## src/lchd_pkg.sv

```systemverilog
package lchd_pkg;

  typedef enum logic [2:0] {
    PH_TYPE,
    PH_SIZE,
    PH_LEVELS,
    PH_COUNTS,
    PH_ALPHA,
    PH_DATA,
    PH_DONE
  } phase_t;

  typedef enum logic [1:0] {
    EX_IDLE,
    EX_BIT,
    EX_SYM,
    EX_FLUSH
  } exec_t;

  localparam logic [2:0] ERR_NONE   = 3'd0;
  localparam logic [2:0] ERR_TYPE   = 3'd1;
  localparam logic [2:0] ERR_LEVELS = 3'd2;
  localparam logic [2:0] ERR_ALPHA  = 3'd3;
  localparam logic [2:0] ERR_CODE   = 3'd4;

  localparam logic [7:0] TYPE_BYTE = 8'h02;

  localparam logic [15:0] VALUE_SAT = 16'hFFFF;
  localparam logic [16:0] BASE_SAT  = 17'h1FFFF;

  // outcome of one code bit through the step unit
  typedef struct packed {
    logic        fail;
    logic        hit;
    logic [16:0] nn;
    logic [15:0] vv;
    logic [7:0]  cl;
  } step_t;

endpackage

```

## src/lchd_ram.sv

```systemverilog
module lchd_ram #(
  parameter int WIDTH = 8,
  parameter int DEPTH = 256
) (
  input  logic                     clk,
  input  logic                     we,
  input  logic [$clog2(DEPTH)-1:0] waddr,
  input  logic [WIDTH-1:0]         wdata,
  input  logic [$clog2(DEPTH)-1:0] raddr,
  output logic [WIDTH-1:0]         rdata
);

  logic [WIDTH-1:0] mem_r [DEPTH];

  always_ff @(posedge clk) begin
    if (we) begin
      mem_r[waddr] <= wdata;
    end
    rdata <= mem_r[raddr];
  end

endmodule

```

## src/lchd_step.sv

```systemverilog
module lchd_step #(
  parameter int MAX_LEVELS     = 16,
  parameter int ALPHABET_DEPTH = 256
) (
  input  logic [15:0]                         code_value,
  input  logic [16:0]                         level_base,
  input  logic [7:0]                          leaves_cur,
  input  logic [7:0]                          count_cur,
  input  logic [7:0]                          count_next,
  input  logic [$clog2(ALPHABET_DEPTH+1)-1:0] leaves_before,
  input  logic [$clog2(MAX_LEVELS+1)-1:0]     code_depth,
  input  logic [$clog2(MAX_LEVELS+1)-1:0]     tree_levels,
  input  logic                                code_bit,
  output lchd_pkg::step_t                     res,
  output logic [$clog2(ALPHABET_DEPTH+1)-1:0] leaves_before_nxt,
  output logic [$clog2(ALPHABET_DEPTH)-1:0]   sym_index
);

  localparam int LVL_W = $clog2(MAX_LEVELS + 1);
  localparam int LB_W  = $clog2(ALPHABET_DEPTH + 1);
  localparam int AW    = $clog2(ALPHABET_DEPTH);
  localparam int SW    = ((LB_W > 8) ? LB_W : 8) + 1;

  logic [15:0]    sub_v;
  logic [16:0]    vv_full;
  logic [16:0]    sub_n;
  logic [17:0]    nn_full;
  logic [LVL_W:0] depth_inc;
  logic [SW-1:0]  lb_sum;
  logic [SW-1:0]  idx_sum;

  // node index and node count on the next level, both saturating
  always_comb begin
    sub_v   = code_value - {8'd0, leaves_cur};
    vv_full = {sub_v, code_bit};
    sub_n   = level_base - {9'd0, leaves_cur};
    nn_full = {sub_n, 1'b0};

    res.vv = vv_full[16] ? lchd_pkg::VALUE_SAT : vv_full[15:0];
    res.nn = nn_full[17] ? lchd_pkg::BASE_SAT : nn_full[16:0];

    depth_inc = {1'b0, code_depth} + (LVL_W + 1)'(1);
    res.fail  = depth_inc > {1'b0, tree_levels};

    res.cl  = (res.nn < {9'd0, count_next}) ? res.nn[7:0] : count_next;
    res.hit = res.vv < {8'd0, res.cl};

    lb_sum            = SW'(leaves_before) + SW'(count_cur);
    leaves_before_nxt = lb_sum[LB_W-1:0];
    idx_sum           = SW'(leaves_before_nxt) + SW'(res.vv[7:0]);
    sym_index         = idx_sum[AW-1:0];
  end

endmodule

```

## src/level_count_huffman_decoder_unit.sv

```systemverilog
// Header bytes are accepted while idle; an error result is held and released through the flush state.
// Code bytes: the byte is accepted, each code bit (8 bits) goes through the shared step unit,
// each decoded symbol is read from the alphabet memory, and the final result is released when
// the byte has any; an error or the end of the file stops the byte early, and out_stall can
// hold the walk. Synchronous active-low reset clears the control state and the code walk;
// level counts and the alphabet are undefined until written.
module level_count_huffman_decoder_unit #(
  parameter int MAX_LEVELS     = 16,
  parameter int ALPHABET_DEPTH = 256
) (
  input  logic       clk,
  input  logic       rst_n,
  input  logic       in_valid,
  output logic       in_stall,
  input  logic [7:0] in_data_byte,
  output logic       out_valid,
  input  logic       out_stall,
  output logic [7:0] out_symbol,
  output logic       out_last_of_input,
  output logic       out_last_of_file,
  output logic [2:0] out_error_code
);

  localparam int LVL_W  = $clog2(MAX_LEVELS + 1);
  localparam int LB_W   = $clog2(ALPHABET_DEPTH + 1);
  localparam int AW     = $clog2(ALPHABET_DEPTH);
  localparam int TOT_W  = $clog2(ALPHABET_DEPTH + 256);
  localparam int CNT_AW = (MAX_LEVELS > 1) ? $clog2(MAX_LEVELS) : 1;
  localparam int HI_A   = (LB_W > LVL_W) ? LB_W : LVL_W;
  localparam int HI_W   = (HI_A > 2) ? HI_A : 2;

  lchd_pkg::phase_t phase_r, phase_nxt;
  lchd_pkg::exec_t  ex_r, ex_nxt;

  logic [HI_W-1:0]  hidx_r, hidx_nxt, hidx_inc;
  logic [23:0]      osize_r, osize_nxt;
  logic [LVL_W-1:0] levels_r, levels_nxt;
  logic [TOT_W-1:0] total_r, total_nxt, total_sum;
  logic [23:0]      emitted_r, emitted_nxt, emitted_inc;

  logic [15:0]      cv_r, cv_nxt;
  logic [LVL_W-1:0] depth_r, depth_nxt;
  logic [16:0]      base_r, base_nxt;
  logic [LB_W-1:0]  lb_r, lb_nxt;
  logic [7:0]       lv_r, lv_nxt;
  logic [7:0]       cnt_r, cnt_nxt;
  logic [7:0]       byte_r, byte_nxt;
  logic [2:0]       bit_idx_r, bit_idx_nxt;
  logic             sym_lof_r, sym_lof_nxt;
  logic             sym_more_r, sym_more_nxt;

  logic             pend_v_r, pend_v_nxt;
  logic [7:0]       pend_sym_r, pend_sym_nxt;
  logic             pend_lof_r, pend_lof_nxt;
  logic [2:0]       pend_err_r, pend_err_nxt;

  logic             out_valid_r, out_valid_nxt;
  logic [7:0]       out_sym_r, out_sym_nxt;
  logic             out_loi_r, out_loi_nxt;
  logic             out_lof_r, out_lof_nxt;
  logic [2:0]       out_err_r, out_err_nxt;

  logic [7:0]       cnt_mem_r [MAX_LEVELS];
  logic             cnt_we;
  logic [7:0]       cnt_next;

  logic             ram_we;
  logic [7:0]       ram_rdata;
  logic [AW-1:0]    sym_index;
  logic [LB_W-1:0]  lb_step;

  lchd_pkg::step_t  step;

  logic             in_acc;
  logic             out_free;
  logic             lof_hit;

  assign in_acc   = in_valid && !in_stall;
  assign out_free = !out_valid_r || !out_stall;
  assign in_stall = (ex_r != lchd_pkg::EX_IDLE);

  // count of the level one below the current node
  assign cnt_next = (depth_r < LVL_W'(MAX_LEVELS)) ? cnt_mem_r[depth_r[CNT_AW-1:0]] : 8'd0;

  lchd_step #(
    .MAX_LEVELS    (MAX_LEVELS),
    .ALPHABET_DEPTH(ALPHABET_DEPTH)
  ) u_step (
    .code_value       (cv_r),
    .level_base       (base_r),
    .leaves_cur       (lv_r),
    .count_cur        (cnt_r),
    .count_next       (cnt_next),
    .leaves_before    (lb_r),
    .code_depth       (depth_r),
    .tree_levels      (levels_r),
    .code_bit         (byte_r[bit_idx_r]),
    .res              (step),
    .leaves_before_nxt(lb_step),
    .sym_index        (sym_index)
  );

  lchd_ram #(
    .WIDTH(8),
    .DEPTH(ALPHABET_DEPTH)
  ) u_alpha (
    .clk  (clk),
    .we   (ram_we),
    .waddr(hidx_r[AW-1:0]),
    .wdata(in_data_byte),
    .raddr(sym_index),
    .rdata(ram_rdata)
  );

  always_comb begin
    phase_nxt    = phase_r;
    ex_nxt       = ex_r;
    hidx_nxt     = hidx_r;
    osize_nxt    = osize_r;
    levels_nxt   = levels_r;
    total_nxt    = total_r;
    emitted_nxt  = emitted_r;
    cv_nxt       = cv_r;
    depth_nxt    = depth_r;
    base_nxt     = base_r;
    lb_nxt       = lb_r;
    lv_nxt       = lv_r;
    cnt_nxt      = cnt_r;
    byte_nxt     = byte_r;
    bit_idx_nxt  = bit_idx_r;
    sym_lof_nxt  = sym_lof_r;
    sym_more_nxt = sym_more_r;
    pend_v_nxt   = pend_v_r;
    pend_sym_nxt = pend_sym_r;
    pend_lof_nxt = pend_lof_r;
    pend_err_nxt = pend_err_r;
    out_valid_nxt = out_valid_r && out_stall;
    out_sym_nxt  = out_sym_r;
    out_loi_nxt  = out_loi_r;
    out_lof_nxt  = out_lof_r;
    out_err_nxt  = out_err_r;
    cnt_we       = 1'b0;
    ram_we       = 1'b0;

    hidx_inc    = hidx_r + HI_W'(1);
    total_sum   = total_r + TOT_W'(in_data_byte);
    emitted_inc = emitted_r + 24'd1;
    lof_hit     = (emitted_inc == osize_r);

    case (ex_r)
      lchd_pkg::EX_IDLE: begin
        if (in_acc) begin
          case (phase_r)
            lchd_pkg::PH_TYPE: begin
              if (in_data_byte != lchd_pkg::TYPE_BYTE) begin
                pend_v_nxt   = 1'b1;
                pend_sym_nxt = 8'd0;
                pend_lof_nxt = 1'b0;
                pend_err_nxt = lchd_pkg::ERR_TYPE;
                phase_nxt    = lchd_pkg::PH_DONE;
                ex_nxt       = lchd_pkg::EX_FLUSH;
              end else begin
                phase_nxt = lchd_pkg::PH_SIZE;
                hidx_nxt  = '0;
              end
            end
            lchd_pkg::PH_SIZE: begin
              case (hidx_r[1:0])
                2'd0:    osize_nxt[7:0]   = in_data_byte;
                2'd1:    osize_nxt[15:8]  = in_data_byte;
                default: osize_nxt[23:16] = in_data_byte;
              endcase
              hidx_nxt = hidx_inc;
              if (hidx_r[1:0] == 2'd2) begin
                phase_nxt = lchd_pkg::PH_LEVELS;
              end
            end
            lchd_pkg::PH_LEVELS: begin
              if (in_data_byte > 8'(MAX_LEVELS)) begin
                pend_v_nxt   = 1'b1;
                pend_sym_nxt = 8'd0;
                pend_lof_nxt = 1'b0;
                pend_err_nxt = lchd_pkg::ERR_LEVELS;
                phase_nxt    = lchd_pkg::PH_DONE;
                ex_nxt       = lchd_pkg::EX_FLUSH;
              end else begin
                levels_nxt = in_data_byte[LVL_W-1:0];
                hidx_nxt   = '0;
                total_nxt  = '0;
                if (in_data_byte == 8'd0) begin
                  phase_nxt = (osize_r == 24'd0) ? lchd_pkg::PH_DONE : lchd_pkg::PH_DATA;
                end else begin
                  phase_nxt = lchd_pkg::PH_COUNTS;
                end
              end
            end
            lchd_pkg::PH_COUNTS: begin
              if (total_sum > TOT_W'(ALPHABET_DEPTH)) begin
                pend_v_nxt   = 1'b1;
                pend_sym_nxt = 8'd0;
                pend_lof_nxt = 1'b0;
                pend_err_nxt = lchd_pkg::ERR_ALPHA;
                phase_nxt    = lchd_pkg::PH_DONE;
                ex_nxt       = lchd_pkg::EX_FLUSH;
              end else begin
                cnt_we    = 1'b1;
                total_nxt = total_sum;
                hidx_nxt  = hidx_inc;
                if (16'(hidx_inc) >= 16'(levels_r)) begin
                  hidx_nxt = '0;
                  if (total_sum == '0) begin
                    phase_nxt = (osize_r == 24'd0) ? lchd_pkg::PH_DONE : lchd_pkg::PH_DATA;
                  end else begin
                    phase_nxt = lchd_pkg::PH_ALPHA;
                  end
                end
              end
            end
            lchd_pkg::PH_ALPHA: begin
              ram_we   = 1'b1;
              hidx_nxt = hidx_inc;
              if (16'(hidx_inc) >= 16'(total_r)) begin
                phase_nxt = (osize_r == 24'd0) ? lchd_pkg::PH_DONE : lchd_pkg::PH_DATA;
              end
            end
            lchd_pkg::PH_DATA: begin
              byte_nxt    = in_data_byte;
              bit_idx_nxt = 3'd7;
              ex_nxt      = lchd_pkg::EX_BIT;
            end
            default: begin
              // file complete or halted: byte is dropped
            end
          endcase
        end
      end
      lchd_pkg::EX_BIT: begin
        // a new result may displace the held one, so wait for room downstream
        if (!pend_v_r || out_free) begin
          bit_idx_nxt = bit_idx_r - 3'd1;
          if (step.fail || step.hit) begin
            if (pend_v_r) begin
              out_valid_nxt = 1'b1;
              out_sym_nxt   = pend_sym_r;
              out_loi_nxt   = 1'b0;
              out_lof_nxt   = pend_lof_r;
              out_err_nxt   = pend_err_r;
            end
          end
          if (step.fail) begin
            pend_v_nxt   = 1'b1;
            pend_sym_nxt = 8'd0;
            pend_lof_nxt = 1'b0;
            pend_err_nxt = lchd_pkg::ERR_CODE;
            phase_nxt    = lchd_pkg::PH_DONE;
            ex_nxt       = lchd_pkg::EX_FLUSH;
          end else if (step.hit) begin
            pend_v_nxt   = 1'b0;
            emitted_nxt  = emitted_inc;
            sym_lof_nxt  = lof_hit;
            sym_more_nxt = !lof_hit && (bit_idx_r != 3'd0);
            cv_nxt       = '0;
            depth_nxt    = '0;
            base_nxt     = 17'd1;
            lb_nxt       = '0;
            lv_nxt       = '0;
            cnt_nxt      = '0;
            ex_nxt       = lchd_pkg::EX_SYM;
          end else begin
            cv_nxt    = step.vv;
            depth_nxt = depth_r + LVL_W'(1);
            base_nxt  = step.nn;
            lb_nxt    = lb_step;
            lv_nxt    = step.cl;
            cnt_nxt   = cnt_next;
            if (bit_idx_r == 3'd0) begin
              ex_nxt = pend_v_r ? lchd_pkg::EX_FLUSH : lchd_pkg::EX_IDLE;
            end
          end
        end
      end
      lchd_pkg::EX_SYM: begin
        pend_v_nxt   = 1'b1;
        pend_sym_nxt = ram_rdata;
        pend_lof_nxt = sym_lof_r;
        pend_err_nxt = lchd_pkg::ERR_NONE;
        if (sym_lof_r) begin
          phase_nxt = lchd_pkg::PH_DONE;
        end
        ex_nxt = sym_more_r ? lchd_pkg::EX_BIT : lchd_pkg::EX_FLUSH;
      end
      lchd_pkg::EX_FLUSH: begin
        if (out_free) begin
          out_valid_nxt = 1'b1;
          out_sym_nxt   = pend_sym_r;
          out_loi_nxt   = 1'b1;
          out_lof_nxt   = pend_lof_r;
          out_err_nxt   = pend_err_r;
          pend_v_nxt    = 1'b0;
          ex_nxt        = lchd_pkg::EX_IDLE;
        end
      end
      default: begin
        ex_nxt = lchd_pkg::EX_IDLE;
      end
    endcase
  end

  always_ff @(posedge clk) begin
    if (!rst_n) begin
      phase_r     <= lchd_pkg::PH_TYPE;
      ex_r        <= lchd_pkg::EX_IDLE;
      hidx_r      <= '0;
      osize_r     <= '0;
      levels_r    <= '0;
      total_r     <= '0;
      emitted_r   <= '0;
      cv_r        <= '0;
      depth_r     <= '0;
      base_r      <= 17'd1;
      lb_r        <= '0;
      lv_r        <= '0;
      cnt_r       <= '0;
      pend_v_r    <= 1'b0;
      out_valid_r <= 1'b0;
    end else begin
      phase_r     <= phase_nxt;
      ex_r        <= ex_nxt;
      hidx_r      <= hidx_nxt;
      osize_r     <= osize_nxt;
      levels_r    <= levels_nxt;
      total_r     <= total_nxt;
      emitted_r   <= emitted_nxt;
      cv_r        <= cv_nxt;
      depth_r     <= depth_nxt;
      base_r      <= base_nxt;
      lb_r        <= lb_nxt;
      lv_r        <= lv_nxt;
      cnt_r       <= cnt_nxt;
      pend_v_r    <= pend_v_nxt;
      out_valid_r <= out_valid_nxt;
    end
  end

  always_ff @(posedge clk) begin
    byte_r     <= byte_nxt;
    bit_idx_r  <= bit_idx_nxt;
    sym_lof_r  <= sym_lof_nxt;
    sym_more_r <= sym_more_nxt;
    pend_sym_r <= pend_sym_nxt;
    pend_lof_r <= pend_lof_nxt;
    pend_err_r <= pend_err_nxt;
    out_sym_r  <= out_sym_nxt;
    out_loi_r  <= out_loi_nxt;
    out_lof_r  <= out_lof_nxt;
    out_err_r  <= out_err_nxt;
    if (cnt_we) begin
      cnt_mem_r[hidx_r[CNT_AW-1:0]] <= in_data_byte;
    end
  end

  assign out_valid         = out_valid_r;
  assign out_symbol        = out_sym_r;
  assign out_last_of_input = out_loi_r;
  assign out_last_of_file  = out_lof_r;
  assign out_error_code    = out_err_r;

  // nothing is held back once the block is ready for a new byte
  a_idle_no_pending: assert property (@(posedge clk) disable iff (!rst_n)
    (ex_r == lchd_pkg::EX_IDLE) |-> !pend_v_r)
    else $error("held result left behind at byte boundary");

  // an error result always closes its transaction group
  a_error_is_last: assert property (@(posedge clk) disable iff (!rst_n)
    (out_valid_r && (out_err_r != lchd_pkg::ERR_NONE)) |-> (out_loi_r && !out_lof_r))
    else $error("error result not marked last of input");

  // completion and halt are terminal until reset
  a_done_sticks: assert property (@(posedge clk) disable iff (!rst_n)
    (phase_r == lchd_pkg::PH_DONE) |=> (phase_r == lchd_pkg::PH_DONE))
    else $error("left terminal phase");

  // the alphabet read always lands in the held result
  a_sym_fills_pend: assert property (@(posedge clk) disable iff (!rst_n)
    (ex_r == lchd_pkg::EX_SYM) |=> pend_v_r)
    else $error("decoded symbol dropped");

endmodule
```

## config.mk

```make
export PLATFORM = sky130hd
export DESIGN_NAME = level_count_huffman_decoder_unit
export DESIGN_NICKNAME = d
export VERILOG_FILES = /design/src/lchd_pkg.sv /design/src/lchd_ram.sv /design/src/lchd_step.sv /design/src/level_count_huffman_decoder_unit.sv
export SDC_FILE = /design/constraint.sdc
export NUM_CORES = 2
export LEC_CHECK = 0
export BUFFER_PORTS_ARGS = -buffer_cell sky130_fd_sc_hd__buf_2
export CORE_MARGIN = 2
export CORE_UTILIZATION = 63
export CTS_CLUSTER_DIAMETER = 100
export DETAILED_ROUTE_END_ITERATION = 7
export GPL_TIMING_DRIVEN = 0
export PLACE_DENSITY = 0.79
export SYNTH_ARGS = -nofsm -noshare
export SYNTH_HDL_FRONTEND = slang
export SYNTH_SLANG_ARGS = --single-unit
export TNS_END_PERCENT = 100
```

## constraint.sdc

```tcl
create_clock -name clk -period 9.6 [get_ports clk]
set_input_delay 1.44 -clock clk [delete_from_list [all_inputs] [get_ports clk]]
set_output_delay 1.44 -clock clk [all_outputs]
set_load 0.02 [all_outputs]
```

==> flow_summary.ini <==
[status]
outcome = complete, but fails checks
failed_checks = max-capacitance violations, max-slew violations

[timing]
slew_violations = 11
clock_skew_ns = 0.0498
timing.hold.ws_ns = 0.420
relSlewSlack = -0.00683
hold_viol_final = 0
rsz0062_at_grt = false
tightestPinTransition_ns = 1.51
setup_viol = 0
max_freq_mhz = 111
min_period_ns = 9.00
fin_crit_sh = 0.938

[cts]
cts_setup_buffers = 0
cts_max_level = 4
cts_tree = done
cts.path.max_buffers = 3
cts_hold_buf = 0
cts_root_buf = clkbuf_16
cts-buffers-inserted = 222
clk_latency_ns = 0.87
numClockSinks = 2366
post_cts_resized = 0
clk_pin_slew_worst_paths_ns = 0.06

[worst_setup_path]
worst-path-buf-inv = 6
slowest_stage = buf_1
worstPathRequired_ns = 10.22
end_kind = flip-flop
cp_top_family = buffers and inverters
cp_max_fo = 10
worstSetupStartpoint = lv_r[1]
cp_cell_sequence = inv_1 -> ha_1 -> nor2b_1 -> o31a_1 -> a21oi_1 -> nand3_1 -> xnor2_1 -> clkbuf_1 -> nand2_1 -> ha_1 -> fa_1 -> clkbuf_1 -> clkbuf_1 -> buf_1 -> buf_1 -> mux4_2 -> mux4_2 -> mux2i_1 -> a21oi_1 -> mux2i_1 -> mux2i_1
slowest_delay_ns = 0.88
critPathKind = reg -> reg
crit_arrival_ns = 9.62
start_kind = flip-flop
r2r_start = lv_r[1]

[floorplanning]
row_count = 142
die_area_mm2 = 0.154
core_mm2 = 0.150
num_io_pins = 27
fp.dieH_um = 392
die_w_um = 392
start_util = 0.634

[global_routing]
grt_overflow = 0
antenna_found_initial = 11
first_global_vias = 50700
grt_use_total = 0.337
grt_pass1_wl_mm = 364
grt_max_degree = 159

[synth]
synth_top_area_share = 0.700
synth_flop_cell = edfxtp_1
synth-xor-area-share = 0.00959
synthCells = 4801
syn_nets = 4901
synth_top_family_by_area = multiplexers
synthTopCellsByCount = edfxtp_1 (2,214), mux4_2 (679), nor2_1 (412)
syn_area_mm2 = 0.0950
yosys_warnings = 0
seq_area_frac_synth = 0.732
syn_area_per_cell_um2 = 19.8
synthAdderAreaFrac = 0.0120
synth-compound-area-share = 0.0237
yosys.area.top_type = edfxtp_1
synthArstFlopShare = 0
yosysMostFrequentCell = edfxtp_1
synth_seq_cells = 2366
synth_edf_count = 2214
synth_area_leaders = edfxtp_1 (70%), mux4_2 (16%), dfxtp_1 (3.2%), nor2_1 (1.6%), ha_1 (1.1%)
muxShareOfSynthArea = 0.171
synth_simple_gate_area_frac = 0.0389
ys_types = 76

[placement]
gp_congestion = 0.917
hpwl_mm = 153
dp.cells = 6861
port_buffers = 26

[run]
cap_violations = 2

[finish]
drive_gt1_frac = 0.206
final_cells = 7278
nets = 5169
nFillCells = 8533
syn2layout_area_growth_pct = 10.9

[route]
num_vias = 51300
drc_errors = 0
antenna_left = 0
routed_wl_mm = 256
firstDrtPassIters = 7
wl_per_cell_um = 35.1
viasPerCell = 7.05
drt_iter0_drc = 8299

[power]
peakVddDrop_mv = 0.204
static-leakage-power_nw = 32.7
power.density_mw_per_mm2 = 209

[worst_hold_path]
min-delay-start = pend_err_r[2]
hold_class = reg -> reg
-- power breakdown --
group | total (mW) | leakage [nW] | internal [mW] | switching [mW]
clock network | 8.73 | 3.48 | 4.82 | 3.91
logic | 1.85 | 8.04 | 0.751 | 1.10
registers | 11.4 | 21.1 | 11.4 | 0.0448
total | 22.0 | 32.7 | 16.9 | 5.06
-- kinds of logic after synthesis --
logic type	count (synthesis)
flip-flops	2366
AND/OR/NAND/NOR	816
multiplexers	777
AO/OA/AOI/OAI	335
buffers and inverters	315
XOR/XNOR	104
adder cells (fa/ha/maj)	88
-- final cells by class --
type,count,area (um2),area share
diodes,4,10.0,0.0000950
clock buffers,286,5990,0.0568
clock inverters,127,1160,0.0110
flip-flops and latches,2366,69500,0.660
well taps,2016,2520,0.0239
repair buffers,44,617,0.00585
inverters,56,210,0.00199
plain buffers,259,1030,0.00975
multi-input cells,2120,24300,0.231
-- registers in the layout, summed over array words and instances (netlist names), 9 cells and up, named ones only --
name / flops
hidx_r: 9
osize_r: 24
base_r: 17
u_alpha.mem_r: 2048
total_r: 9
emitted_r: 24
cnt_mem_r: 128
cv_r: 16
-- worst paths after layout --
kind	to	slack (ns)	cells past startpoint
setup reg to reg	u_alpha.rdata[5]	0.60	21
hold reg to reg	out_error_code[2]	0.42	0
setup / recovery	u_alpha.rdata[5]	0.60	21
hold / removal	out_error_code[2]	0.42	0
-- metrics by stage --
stage / setup slack [ns] / power (mW) / util / setup TNS [ns] / cell area (um2)
after floorplan: 2.39 / 12.7 / - / 0 / 95000
after global placement: -0.936 / 13.4 / 0.652 / -11.19 / 97700
after detailed placement: 0.887 / 13.4 / 0.656 / 0 / 98200
after CTS: 0.800 / 21.9 / 0.703 / 0 / 105000
after global routing: 0.277 / 22.4 / 0.703 / 0 / 105000
final: 0.597 / 22.0 / 0.704 / 0 / 105000
-- cells in the final DEF (no fill, tap or decap), types with 30 or more instances in the layout --
master and instances:
a211oi_1 47, a21oi_1 95, a22o_1 30, buf_1 61, clkbuf_1 222, clkbuf_16 227
clkinv_1 57, clkinv_2 34, dfxtp_1 152, edfxtp_1 2214, ha_1 83, inv_1 53
mux2i_1 97, mux4_2 679, nand2_1 140, nand3_1 36, nor2_1 412, nor2b_1 53
nor3_1 36, o21ai_0 51, xnor2_1 55, xor2_1 47
-- layer usage --
metal | vias up | GRT usage | part of all wire
li1 | 20100 | - | -
met1 | 26400 | 0.455 | 0.34
met2 | 4105 | 0.522 | 0.47
met3 | 712 | 0.0907 | 0.13
met4 | 10 | 0.155 | 0.054
met5 | - | 0.00447 | 0.00054
No activity file was read; power rests on OpenSTA's default activity.
